===== src/design/mvm_pkg.sv =====
// Package for the matrix-vector multiply unit: sizes, codes and the structs
// passed between the controller and the chain of row cells. No dependencies.
`default_nettype none

package mvm_pkg;

  localparam int MAX_ROWS = 16;
  localparam int MAX_COLS = 64;

  localparam int ROW_W  = (MAX_ROWS > 1) ? $clog2(MAX_ROWS) : 1;
  localparam int COL_W  = (MAX_COLS > 1) ? $clog2(MAX_COLS) : 1;
  localparam int NROW_W = $clog2(MAX_ROWS + 1);
  localparam int NCOL_W = $clog2(MAX_COLS + 1);
  localparam int WAIT_W = $clog2(MAX_ROWS + 2);

  localparam int ROW_FW     = 4;
  localparam int COL_FW     = 6;
  localparam int COEF_W     = 16;
  localparam int SAMP_W     = 16;
  localparam int PROD_W     = COEF_W + SAMP_W;
  localparam int ACC_W      = 40;
  localparam int RCFG_W     = 5;
  localparam int CCFG_W     = 7;
  localparam int CFG_IDX_W  = 1;
  localparam int CFG_DATA_W = 7;

  localparam int RST_ROWS = 16;
  localparam int RST_COLS = 64;

  typedef enum logic [CFG_IDX_W-1:0] {
    CFG_ROWS = 1'b0,
    CFG_COLS = 1'b1
  } cfg_idx_t;

  typedef enum logic {
    REQ_LOAD   = 1'b0,
    REQ_SAMPLE = 1'b1
  } req_t;

  typedef enum logic [1:0] {
    ST_IDLE,
    ST_RUN,
    ST_DRAIN
  } st_t;

  typedef struct packed {
    logic                     vld;
    logic signed [SAMP_W-1:0] sample;
    logic [COL_W-1:0]         col;
    logic [NROW_W-1:0]        nrows;
  } tok_t;

  typedef struct packed {
    logic                     vld;
    logic [ROW_W-1:0]         row;
    logic [COL_W-1:0]         col;
    logic signed [COEF_W-1:0] value;
  } wr_t;

  typedef struct packed {
    tok_t tok;
    wr_t  wr;
    logic shift;
  } chain_ctl_t;

endpackage

`default_nettype wire


===== src/design/mvm_ctrl.sv =====
// Controller: configuration registers, request acceptance, column counting,
// readout sequencing and the result register. Depends on mvm_pkg.
`default_nettype none

module mvm_ctrl import mvm_pkg::*; (
  input  wire logic                     clk,
  input  wire logic                     rst_n,
  input  wire logic                     cfg_wr_en,
  input  wire logic [CFG_IDX_W-1:0]     cfg_index,
  input  wire logic [CFG_DATA_W-1:0]    cfg_wdata,
  input  wire logic                     in_valid,
  output logic                          in_stall,
  input  wire logic                     in_req_type,
  input  wire logic [ROW_FW-1:0]        in_coef_row,
  input  wire logic [COL_FW-1:0]        in_coef_col,
  input  wire logic signed [COEF_W-1:0] in_coef_value,
  input  wire logic signed [SAMP_W-1:0] in_sample_value,
  output logic                          out_valid,
  input  wire logic                     out_stall,
  output logic [ROW_FW-1:0]             out_row_index,
  output logic signed [ACC_W-1:0]       out_feature_value,
  output logic                          out_last_row,
  output chain_ctl_t                    ctl,
  input  wire logic signed [ACC_W-1:0]  head_acc
);

  st_t                     st_r, st_nxt;
  logic [RCFG_W-1:0]       rows_r;
  logic [CCFG_W-1:0]       cols_r;
  logic [COL_W-1:0]        col_r, col_nxt;
  logic                    pend_r, pend_nxt;
  logic [WAIT_W-1:0]       wait_r, wait_nxt;
  logic [NROW_W-1:0]       drn_r, drn_nxt;
  logic [NROW_W-1:0]       drows_r, drows_nxt;
  logic                    oval_r, oval_nxt;
  logic [ROW_FW-1:0]       orow_r, orow_nxt;
  logic signed [ACC_W-1:0] oacc_r, oacc_nxt;
  logic                    olast_r, olast_nxt;

  logic [NROW_W-1:0] nrows;
  logic [NCOL_W-1:0] ncols;
  logic              accept;
  logic              vec_done;
  logic              load_ok;
  logic              need_out;
  logic              slot_free;

  always_comb begin
    if (rows_r == '0) begin
      nrows = NROW_W'(1);
    end else if (32'(rows_r) > MAX_ROWS) begin
      nrows = NROW_W'(MAX_ROWS);
    end else begin
      nrows = NROW_W'(rows_r);
    end
    if (cols_r == '0) begin
      ncols = NCOL_W'(1);
    end else if (32'(cols_r) > MAX_COLS) begin
      ncols = NCOL_W'(MAX_COLS);
    end else begin
      ncols = NCOL_W'(cols_r);
    end
  end

  assign in_stall  = (st_r != ST_IDLE);
  assign accept    = in_valid && !in_stall;
  assign vec_done  = (32'(col_r) + 32'd1) >= 32'(ncols);
  assign load_ok   = (32'(in_coef_row) < MAX_ROWS) && (32'(in_coef_col) < MAX_COLS);
  assign need_out  = drn_r < drows_r;
  assign slot_free = !oval_r || !out_stall;

  assign out_valid         = oval_r;
  assign out_row_index     = orow_r;
  assign out_feature_value = oacc_r;
  assign out_last_row      = olast_r;

  always_ff @(posedge clk) begin
    if (!rst_n) begin
      st_r <= ST_IDLE;
    end else begin
      st_r <= st_nxt;
    end
  end

  always_comb begin
    st_nxt    = st_r;
    col_nxt   = col_r;
    pend_nxt  = pend_r;
    wait_nxt  = wait_r;
    drn_nxt   = drn_r;
    drows_nxt = drows_r;
    oval_nxt  = oval_r;
    orow_nxt  = orow_r;
    oacc_nxt  = oacc_r;
    olast_nxt = olast_r;

    ctl.tok.vld    = 1'b0;
    ctl.tok.sample = in_sample_value;
    ctl.tok.col    = col_r;
    ctl.tok.nrows  = nrows;
    ctl.wr.vld     = 1'b0;
    ctl.wr.row     = ROW_W'(in_coef_row);
    ctl.wr.col     = COL_W'(in_coef_col);
    ctl.wr.value   = in_coef_value;
    ctl.shift      = 1'b0;

    if (oval_r && !out_stall) begin
      oval_nxt = 1'b0;
    end

    case (st_r)
      ST_IDLE: begin
        if (accept) begin
          if (req_t'(in_req_type) == REQ_SAMPLE) begin
            ctl.tok.vld = 1'b1;
            col_nxt     = vec_done ? '0 : col_r + COL_W'(1);
            pend_nxt    = vec_done;
            drows_nxt   = nrows;
            wait_nxt    = WAIT_W'(MAX_ROWS + 1);
            st_nxt      = ST_RUN;
          end else begin
            ctl.wr.vld = load_ok;
          end
        end
      end
      ST_RUN: begin
        wait_nxt = wait_r - WAIT_W'(1);
        if (wait_r == WAIT_W'(1)) begin
          drn_nxt = '0;
          st_nxt  = pend_r ? ST_DRAIN : ST_IDLE;
        end
      end
      ST_DRAIN: begin
        if (!need_out || slot_free) begin
          ctl.shift = 1'b1;
          if (need_out) begin
            oval_nxt  = 1'b1;
            orow_nxt  = ROW_FW'(drn_r);
            oacc_nxt  = head_acc;
            olast_nxt = (32'(drn_r) + 32'd1) == 32'(drows_r);
          end
          drn_nxt = drn_r + NROW_W'(1);
          if (32'(drn_r) == MAX_ROWS - 1) begin
            st_nxt = ST_IDLE;
          end
        end
      end
      default: begin
        st_nxt = ST_IDLE;
      end
    endcase
  end

  always_ff @(posedge clk) begin
    if (!rst_n) begin
      rows_r  <= RCFG_W'(RST_ROWS);
      cols_r  <= CCFG_W'(RST_COLS);
      col_r   <= '0;
      pend_r  <= 1'b0;
      wait_r  <= '0;
      drn_r   <= '0;
      drows_r <= '0;
      oval_r  <= 1'b0;
    end else begin
      if (cfg_wr_en) begin
        case (cfg_idx_t'(cfg_index))
          CFG_ROWS: rows_r <= cfg_wdata[RCFG_W-1:0];
          CFG_COLS: cols_r <= cfg_wdata[CCFG_W-1:0];
          default: begin
          end
        endcase
      end
      col_r   <= col_nxt;
      pend_r  <= pend_nxt;
      wait_r  <= wait_nxt;
      drn_r   <= drn_nxt;
      drows_r <= drows_nxt;
      oval_r  <= oval_nxt;
    end
  end

  always_ff @(posedge clk) begin
    orow_r  <= orow_nxt;
    oacc_r  <= oacc_nxt;
    olast_r <= olast_nxt;
  end

endmodule

`default_nettype wire


===== config.mk =====
export PLATFORM = sky130hd
export DESIGN_NAME = mvm_ctrl
export DESIGN_NICKNAME = d
export VERILOG_FILES = /design/src/design/mvm_pkg.sv /design/src/design/mvm_ctrl.sv
export SDC_FILE = /design/constraint.sdc
export NUM_CORES = 1
export LEC_CHECK = 0
export BUFFER_PORTS_ARGS = -buffer_cell sky130_fd_sc_hd__buf_2
export CAP_MARGIN = 10
export CORE_MARGIN = 5
export CORE_UTILIZATION = 45
export CTS_CLUSTER_SIZE = 24
export DETAILED_ROUTE_END_ITERATION = 10
export PLACE_DENSITY = 0.86
export SLEW_MARGIN = 20
export SYNTH_ARGS = -nofsm -noshare
export SYNTH_HDL_FRONTEND = slang
export SYNTH_SLANG_ARGS = --single-unit

===== constraint.sdc =====
create_clock -name clk -period 4.7 [get_ports clk]
set_input_delay 0.705 -clock clk [delete_from_list [all_inputs] [get_ports clk]]
set_output_delay 0.705 -clock clk [all_outputs]
set_load 0.005 [all_outputs]

* Word-level counts from Yosys, hierarchy flattened
Index checks and enable logic that the tools add are counted.
** Operators by class
- Add/sub/neg operators :: 5
- Multiply operators :: 0
- Div/mod/pow operators :: 0
- Magnitude comparators :: 4
- Equal/unequal tests :: 10
- Shift operators :: 0
- Mux-type cells :: 30
- Bitwise logic cells :: 1
- Reductions and logical operators :: 21
** Operator list (number)
- $mux W5 :: 6
- $pmux W5 S2 :: 2
- $mux W7 :: 2
- $mux W1 :: 12
- $mux W2 :: 6
- $reduce_and A3 Y1 :: 4
- $ne A2 B2 Y1 const B :: 5
- $add A6 B1 Y7 const B :: 1
- $ge A7 B7 Y1 :: 1
- $gt A7 B7 Y1 const B :: 1
- $logic_not A7 Y1 :: 1
- $add A5 B1 Y6 const B :: 1
- $add A6 B1 Y6 const B :: 1
- $eq A6 B5 Y1 :: 1
- $mux W6 :: 1
- $pmux W2 S3 :: 1
- $reduce_bool A2 Y1 :: 3
- $add A5 B1 Y5 const B :: 1
- $eq A5 B1 Y1 const B :: 1
- $eq A5 B4 Y1 const B :: 1
- $gt A5 B5 Y1 const B :: 1
- $logic_not A5 Y1 :: 1
- $lt A5 B5 Y1 :: 1
- $reduce_and A5 Y1 :: 1
- other kinds (9) :: 15
** Storage, ports and cells
- Register bits after elaboration :: 82
- Latch bits :: 0
- Bits in writable memories :: 0
- Memory bits (read-only) :: 0
- Bits of input ports :: 96
- Output and inout bits :: 103
- Logic and storage cells :: 83
- Memories kept :: 0

* Logic depth before layout (Yosys ltp)
Gate-level depths: netlist (run 1).
- Depth after elaboration :: 6
- Gate-level depth with buffers :: 9
- Mapped depth without buffers :: 9

* Least setup slack after synthesis (run 1)
OpenSTA, ideal clock, no wires.
- Kind :: register -> register
- From :: register drows_r[1]
- To :: register oacc_r[0], in the netlist out_feature_value[0] (enable)
- Setup time :: 0.463 ns
- Arrival time :: 3.480 ns
- Data required time :: 4.237 ns
- Path slack :: 0.757 ns
- Cell stages (with the launch flop) :: 8
- Path buffers :: 0
- Period minus slack after synthesis :: 3.943 ns
- Path through :: dfxtp_1 > inv_1 > ha_1 > nor2b_1 > o211a_1 > o21ai_0 > nand2_1 > a21oi_1
** Between the ends
- Word-level cells in the longest chain between the ends :: 4
** Ends and longest elaborated chain
- from (decl) :: RTL line mvm_ctrl.sv:34 : logic [NROW_W-1:0] drows_r, drows_nxt;
- from (signal assigned) :: RTL line mvm_ctrl.sv:177 : drows_r <= drows_nxt;
- $lt A5 B5 Y1 * :: RTL line mvm_ctrl.sv:69 : assign need_out = drn_r < drows_r;
- $logic_not A1 Y1 :: RTL line mvm_ctrl.sv:134 : if (!need_out || slot_free) begin
- $logic_or A1 B1 Y1 :: RTL line mvm_ctrl.sv:134
- $reduce_and A3 Y1 (no source line) *
- to (signal assigned) :: RTL line mvm_ctrl.sv:184 : oacc_r <= oacc_nxt;
- to (decl) :: RTL line mvm_ctrl.sv:37 : logic signed [ACC_W-1:0] oacc_r, oacc_nxt;
Mark *: on every way between the ends. The rest lies on a longest branch, timed or not.
A chain may end at the register's enable or synchronous reset.

==> metrics.txt, run 1 <==
clk_lat worst skew 340 ps; RR Startpoint col_r[0]; core area 8130 sq um; crit-path cells ha_1, a21o_1, or3_1, o21ai_2, inv_2, buf_2; Slew @ Worst Pin 776 ps; Syn Std Cell Area 3700 sq um; Req. time, crit path 3990 ps; largest net degree at the start of global routing 46; DRT Pass-1 Iters 4; critical path class flip-flop to output pin; FP Rows 33; Post-Synthesis Cells 340; IO Count 199; Area contributors post-synth edfxtp_1 37%, dfxtp_1 20%, buf_4 8.5%; origin of the worst setup path drn_r[3]; Port Buffers 114; vias in the first global route roughly 2600; Synth warnings 0; Worst path top cell family by delay flip-flops; mean post-synth cell area between 10 and 15 sq um; Reg clk slew, reported paths ~80 ps; cell leakage power 1.81 nW; fraction of registers with async set/reset 0%; RSZ-0062 raised after global routing no; Synth cell types 44; max-slew violations 0; worst path bufs/invs 2; Hold Path End cols_r[0]; crit share post-route between 60% and 70%; layout cell share with drive strength beyond 1 roughly a third; DIE WIDTH 101 microns; setup ws final between 1500 and 2000 ps; Vias/cell 5.11; maximum VDD drop between 0.0001 and 0.00015 V; Total Die Area 10100 sq um; Worst path max stage delay 490 ps; Final setup viols 0; CP Launch Type flip-flop; Register-to-Register Setup Slack 2200 ps; endpoint type of the worst setup path output pin; area leader, netlist edfxtp_1; All-Layer GR Usage about 16%; status finished, final reports clean; TritonCTS clock tree yes; Max Freq 0.353 GHz; Slew HR 48.2%; Initial Util about 46%; Max Cap Viol 0; via count 2684; FF-to-FF End col_r[2]; CTS max path bufs 2; Area growth, synth to finish 16.6%; GRT overflow 0; CP Data Arrival Time roughly 2100 ps; Final Hold Viols 0; Die Ht around 100 microns; Post-CTS Setup Inserts 0; first-pass GRT wire length ~13000 microns; Synth top area share 36.5%; Top FF cell, synth edfxtp_1; Slowest-stage cell, CP dfxtp_1; Detailed Place HPWL 6500 microns; most frequent cell after synthesis edfxtp_1; setup tns final 0 ps; DRC viols 0; beginning of the worst hold path cols_r[0]; Synth top cells by count 45 x edfxtp_1, 42 x buf_4, 40 x nand2_1; Hold/Removal Path Class flip-flop to flip-flop; sequential element share of the synthesized area 56.5%; Clock Sinks 82; placer congestion estimate roughly 0.86; Min Hold Slack 468 ps; power per cell area 343 nW/um^2; filler instances 710; First DRT Iteration DRCs 152; syn nets 453; Post-synth EDFFs 45; synthesized flop and latch total 82; min Tclk post-route between 2000 and 3000 ps; n_diodes 0; remaining antenna violation count 0; hold depth 2; H-tree depth 3; Reg2Reg Depth 9; pre-CTS setup slack ~2200 ps; wire length per cell between 15 and 20 microns; cts bufs inserted 9; clock tree root driver cell clkbuf_8; Worst Skew 7.97 ps; initial antenna violation count 0; Final #Nets 529; hold buffer count at cts 0; crit-path max FO 9; final WL ~8300 microns; cts repair resizes 0
-- worst max path at each step --
stage                                 endpoint  slack (ps)  depth (start not counted)
after floorplan           out_feature_value[0]         760                          7
after global placement                  ctl[0]        2240                          6
after detailed placement                ctl[0]        2220                          6
after CTS                               ctl[0]        1840                          6
after global routing                    ctl[0]        1740                          6
final                                   ctl[0]        1870                          6
-- power by group --
part,switching [mW],internal (mW),total [mW]
Sequential,0.0130,0.767,0.780
Clock,0.245,0.353,0.597
Combinational,0.0555,0.0480,0.103
-- cell usage in the layout, fill, tap and decap left out, types with 2 or more instances in the layout --
master / instances
a211oi_1: 2
or4_1: 2
a31oi_1: 2
xnor2_1: 6
buf_2: 114
edfxtp_1: 45
inv_1: 15
o21ai_0: 6
nor3b_1: 2
nor3_1: 6
nand4_1: 4
bufinv_16: 3
mux2i_1: 5
dfxtp_1: 37
nor2_1: 24
a32o_1: 4
a21oi_1: 21
nor2b_1: 5
xor2_1: 6
nand2b_1: 3
ha_1: 17
nand3_1: 17
nand2_1: 40
clkbuf_8: 9
-- per-stage QoR --
stage	power [mW]	cells	utilization [%]	area [sq um]
floorplan	0.885	340	-	3700
global placement	0.896	510	50.1	4080
detailed placement	0.900	510	50.1	4080
CTS	1.50	525	53.0	4310
global route	1.55	525	53.0	4310
finish	1.48	525	53.0	4310
-- metal layers --
layer  GRT usage, %  vias to the layer above  wire, microns
met5              0                        -              0
met4           6.53                        0            149
met3           5.54                       22           1000
met2           26.8                      153           3930
met1           18.1                     1217           3170
li1               -                     1292              -
-- worst register-to-register path, stage by stage (launching register included) --
cell and delay [ps]:
dfxtp_1 450, ha_1 290, nand3_1 130, xnor2_1 250
ha_1 290, a211oi_1 230, nor2_1 120, a211oi_4 340
nand4b_1 140, a31oi_1 180
-- cell families (layout without fill, tap and decap cells) --
family                   count (synthesis)  count (layout)  synth area share, %
adder cells (fa/ha/maj)                 17              17                 5.75
buffers and inverters                   66             146                 11.0
AND/OR/NAND/NOR                        111             111                 14.2
multiplexers                             5               5                 1.35
AO/OA/AOI/OAI                           47              47                 8.35
flip-flops                              82              82                 56.5
XOR/XNOR                                12              12                 2.84
-- cell type report --
cell class	instances	area [sq um]	area share (%)
inverter	16	60.1	1.39
sequential	82	2090	48.5
tap	105	131	3.05
clock inverter	6	115	2.67
clock buffer	9	124	2.87
multi-input combinational	192	1210	28.1
timing repair buffer	115	578	13.4
-- sequential cells by signal (all words and copies together), names as in the netlist, 2 cells and up --
signal             cells
col_r                  6
rows_r                 5
out_feature_value     40
drn_r                  5
st_r                   2
wait_r                 5
drows_r                5
out_row_index          4
cols_r                 7
Power figures use the tool's default switching activity.
==> run 2, diff against run 1 <==
--- a/config.mk
+++ b/config.mk
@@ -5,6 +5,7 @@
 export SDC_FILE = /design/constraint.sdc
 export NUM_CORES = 1
 export LEC_CHECK = 0
+export ABC_AREA = 1
 export BUFFER_PORTS_ARGS = -buffer_cell sky130_fd_sc_hd__buf_2
 export CAP_MARGIN = 10
 export CORE_MARGIN = 5
==> constraint.sdc (replaced) <==
create_clock -name clk -period 2.77 [get_ports clk]
set_input_delay 0.4155 -clock clk [delete_from_list [all_inputs] [get_ports clk]]
set_output_delay 0.4155 -clock clk [all_outputs]
set_load 0.005 [all_outputs]
==> run 2 against run 1 <==
Effect of this change:
- die area rose by 2.5%
- combinational power increased by 130%
- total power is 74% higher
- hold slack worse by 230 ps
- design area is 2.6% higher
- critical endpoint unchanged
- critical path depth grew 3
- utilization grew 0.81 points
- area after synthesis increased by 2.8%
- critical path type unchanged
- worst setup slack got worse by 1300 ps
- first-iteration DRC count decreased by 53%
==> metrics.txt, run 2 <==
filler instances 710 (unchanged); GRT overflow 0 (unchanged); cell count after placement 559 (was 510); largest net degree at the start of global routing 46 (unchanged); setup tns final 0 ps (unchanged); Total Die Area 10400 sq um (was 10100 sq um); hold depth 1 (was 2); FP Rows 33 (unchanged); remaining antenna violation count 0 (unchanged); maximum VDD drop 0.000253 V (was 0.000141 V); DRT Pass-1 Iters 4 (unchanged); cts repair resizes 0 (unchanged); Worst path top cell family by delay simple AND/OR/NAND/NOR gates (was flip-flops); DIE WIDTH 102 microns (was 101 microns); Worst path max stage delay 350 ps (was 490 ps); final WL 8730 microns (was 8260 microns); core area 8220 sq um (was 8130 sq um); most frequent cells in the layout 114 x buf_2, 63 x nand2_1, 45 x edfxtp_1 (was 114 x buf_2, 45 x edfxtp_1, 40 x nand2_1); Syn Std Cell Area 3800 sq um (was 3700 sq um); area leader, netlist edfxtp_1 (unchanged); crit-path max FO 7 (was 9); Max Freq 0.451 GHz; cts bufs inserted 9 (unchanged); FF-to-FF End out_feature_value[11] (was col_r[2]); Final Instance Area 4420 sq um (was 4310 sq um); worst path bufs/invs 3 (was 2); Synth cell types 35 (was 44); Slowest-stage cell, CP dfxtp_1 (unchanged); max-slew violations 0 (unchanged); clk_lat worst skew 340 ps (about the same); Initial Util 46.3% (was 45.5%); Post-Synthesis Cells 385 (was 340); All-Layer GR Usage 16.8% (was 15.8%); Final Hold Viols 0 (unchanged); H-tree depth 3 (unchanged); min Tclk post-route 2220 ps; sequential element share of the synthesized area 55.0% (was 56.5%); Synth top area share 35.5% (was 36.5%); Vias/cell 4.88 (was 5.11); vias in the first global route 2739 (was 2647); overall power 2.57 mW (was 1.48 mW); clock tree root driver cell clkbuf_8 (unchanged); synthesized flop and latch total 82 (unchanged); RSZ-0062 raised after global routing no (unchanged); fraction of registers with async set/reset 0% (unchanged); Synth top cells by count 63 x nand2_1, 45 x edfxtp_1, 42 x buf_4 (was 45 x edfxtp_1, 42 x buf_4, 40 x nand2_1); Die Ht 102 microns (was 101 microns); IO Count 199 (unchanged); Clock Sinks 82 (unchanged); crit-path cells inv_1, ha_1, nand2_1, nand2_1, nor2_1, nand3_1, nand2_2, inv_1, buf_2 (was ha_1, a21o_1, or3_1, o21ai_2, inv_2, buf_2); First DRT Iteration DRCs 72 (was 152); Detailed Place HPWL 7020 microns (was 6500 microns); Slew HR 65.1% (was 48.2%); Synth warnings 0 (unchanged); Worst Skew 13.1 ps (was 7.97 ps); Reg2Reg Depth 8 (was 9); Port Buffers 114 (unchanged); RR Startpoint drows_r[4] (was col_r[0]); via count 2805 (was 2684); n_diodes 0 (unchanged); Top FF cell, synth edfxtp_1 (unchanged); crit share post-route 80.0%; hold buffer count at cts 0 (unchanged); Max Cap Viol 0 (unchanged); power per cell area 582 nW/um^2 (was 343 nW/um^2); cell leakage power 1.97 nW (was 1.81 nW); Area growth, synth to finish 16.3% (was 16.6%); Final setup viols 0 (unchanged); DRC viols 0 (unchanged); max reg flops 40 (unchanged); initial antenna violation count 0 (unchanged); CTS max path bufs 2 (unchanged); Reg clk slew, reported paths 80 ps (about the same); wire length per cell 15.2 microns (was 15.7 microns); Register-to-Register Setup Slack 710 ps (was 2200 ps); Final #Nets 578 (was 529); pre-CTS setup slack 724 ps (was 2220 ps); critical path class flip-flop to output pin (unchanged); area of placed instances 4190 sq um (was 4080 sq um); setup ws final 553 ps (was 1870 ps); Req. time, crit path 2350 ps (was 3990 ps); Hold Path End out_feature_value[2] (was cols_r[0]); layout cell share with drive strength beyond 1 33.2% (was 32.1%); Post-CTS Setup Inserts 0 (unchanged); endpoint type of the worst setup path output pin (unchanged); non-filler instance count after layout 575 (was 525); Hold/Removal Path Class primary input to flip-flop (was flip-flop to flip-flop); syn nets 498 (was 453); CP Launch Type flip-flop (unchanged); Area contributors post-synth edfxtp_1 36%, dfxtp_1 19%, buf_4 8.3% (was edfxtp_1 37%, dfxtp_1 20%, buf_4 8.5%); beginning of the worst hold path head_acc[2] (was cols_r[0]); most common cell after layout, fill and taps aside buf_2 (unchanged); Post-synth EDFFs 45 (unchanged); CP Data Arrival Time 1800 ps (was 2130 ps); TritonCTS clock tree yes (unchanged); first-pass GRT wire length 13300 microns (was 12600 microns); status finished, final reports clean (unchanged); most frequent cell after synthesis nand2_1 (was edfxtp_1); placer congestion estimate 0.872 (was 0.858); Slew @ Worst Pin 524 ps (was 776 ps); mean post-synth cell area 9.88 sq um (was 10.9 sq um)
==> run 2: cell types whose count changed after synthesis, moves of 5 or more <==
cell	before	now
nand3_1	17	11
inv_1	15	35
inv_2	1	6
o21ai_1	1	9
o21ai_0	6	16
a21oi_1	22	16
mux2i_1	5	0
nand2_2	0	7
clkbuf_1	7	2
nand2_1	40	63
nor3_1	6	1
nor2_1	24	40
==> run 2: kinds of logic (layout without fill, tap and decap cells) <==
| family | after synthesis | in the layout | share of synthesized area, % |
|---|---|---|---|
| simple gates | 139 | 139 | 17.0 |
| xor+xnor | 7 | 7 | 1.61 |
| flops | 82 | 82 | 55.0 |
| compound gates | 51 | 51 | 7.86 |
| fa+ha+maj | 17 | 17 | 5.59 |
| buf+inv | 89 | 174 | 13.0 |
==> run 2: report_power, final <==
| part | total, mW | internal (mW) | switching [mW] |
|---|---|---|---|
| combinational | 0.233 | 0.0961 | 0.136 |
| clock | 1.01 | 0.600 | 0.409 |
| sequential | 1.33 | 1.31 | 0.0229 |
==> run 2: worst register-to-register path: cells and delay by family (launching register included) <==
kind / cells / cell delay, ps
flip-flops: 1 / 350
buffers and inverters: 2 / 510
AND/OR/NAND/NOR: 5 / 530
adder cells (fa/ha/maj): 1 / 290
==> run 2: routing by layer <==
layer | global-route usage [%] | wire [microns]
met1 | 18.9 | 3330
met2 | 28.1 | 3980
met3 | 5.60 | 1080
met4 | 9.18 | 342
met5 | 0 | 0
==> run 2: area by class of cell <==
| cell class | count | area (sq um) | area share [%] |
|---|---|---|---|
| repair buffers | 115 | 578 | 13.1 |
| inverters | 43 | 161 | 3.65 |
| well taps | 105 | 131 | 2.97 |
| multi-input cells | 214 | 1230 | 27.7 |
| clock buffers | 11 | 131 | 2.97 |
| clock inverters | 5 | 104 | 2.35 |
| flip-flops and latches | 82 | 2090 | 47.3 |
==> run 2: worst max path at each step <==
stage / slack [ps] / startpoint / end / depth (start not counted)
after floorplan: 190 / drows_r[4] / out_feature_value[0] / 7
after CTS: 530 / drows_r[4] / ctl[0] / 9
after detailed placement: 720 / drows_r[4] / out_feature_value[28] / 8
final: 550 / drows_r[4] / ctl[0] / 9
after global routing: 350 / drows_r[4] / ctl[0] / 9
after global placement: 800 / drows_r[4] / out_feature_value[28] / 8
==> run 2: per-stage QoR <==
| stage | hold slack, ps | utilization (%) |
|---|---|---|
| global placement | 453 | 51.0 |
| global route | 215 | 53.8 |
| detailed placement | 465 | 51.0 |
| finish | 241 | 53.8 |
| CTS | 223 | 53.8 |
| floorplan | 444 | - |
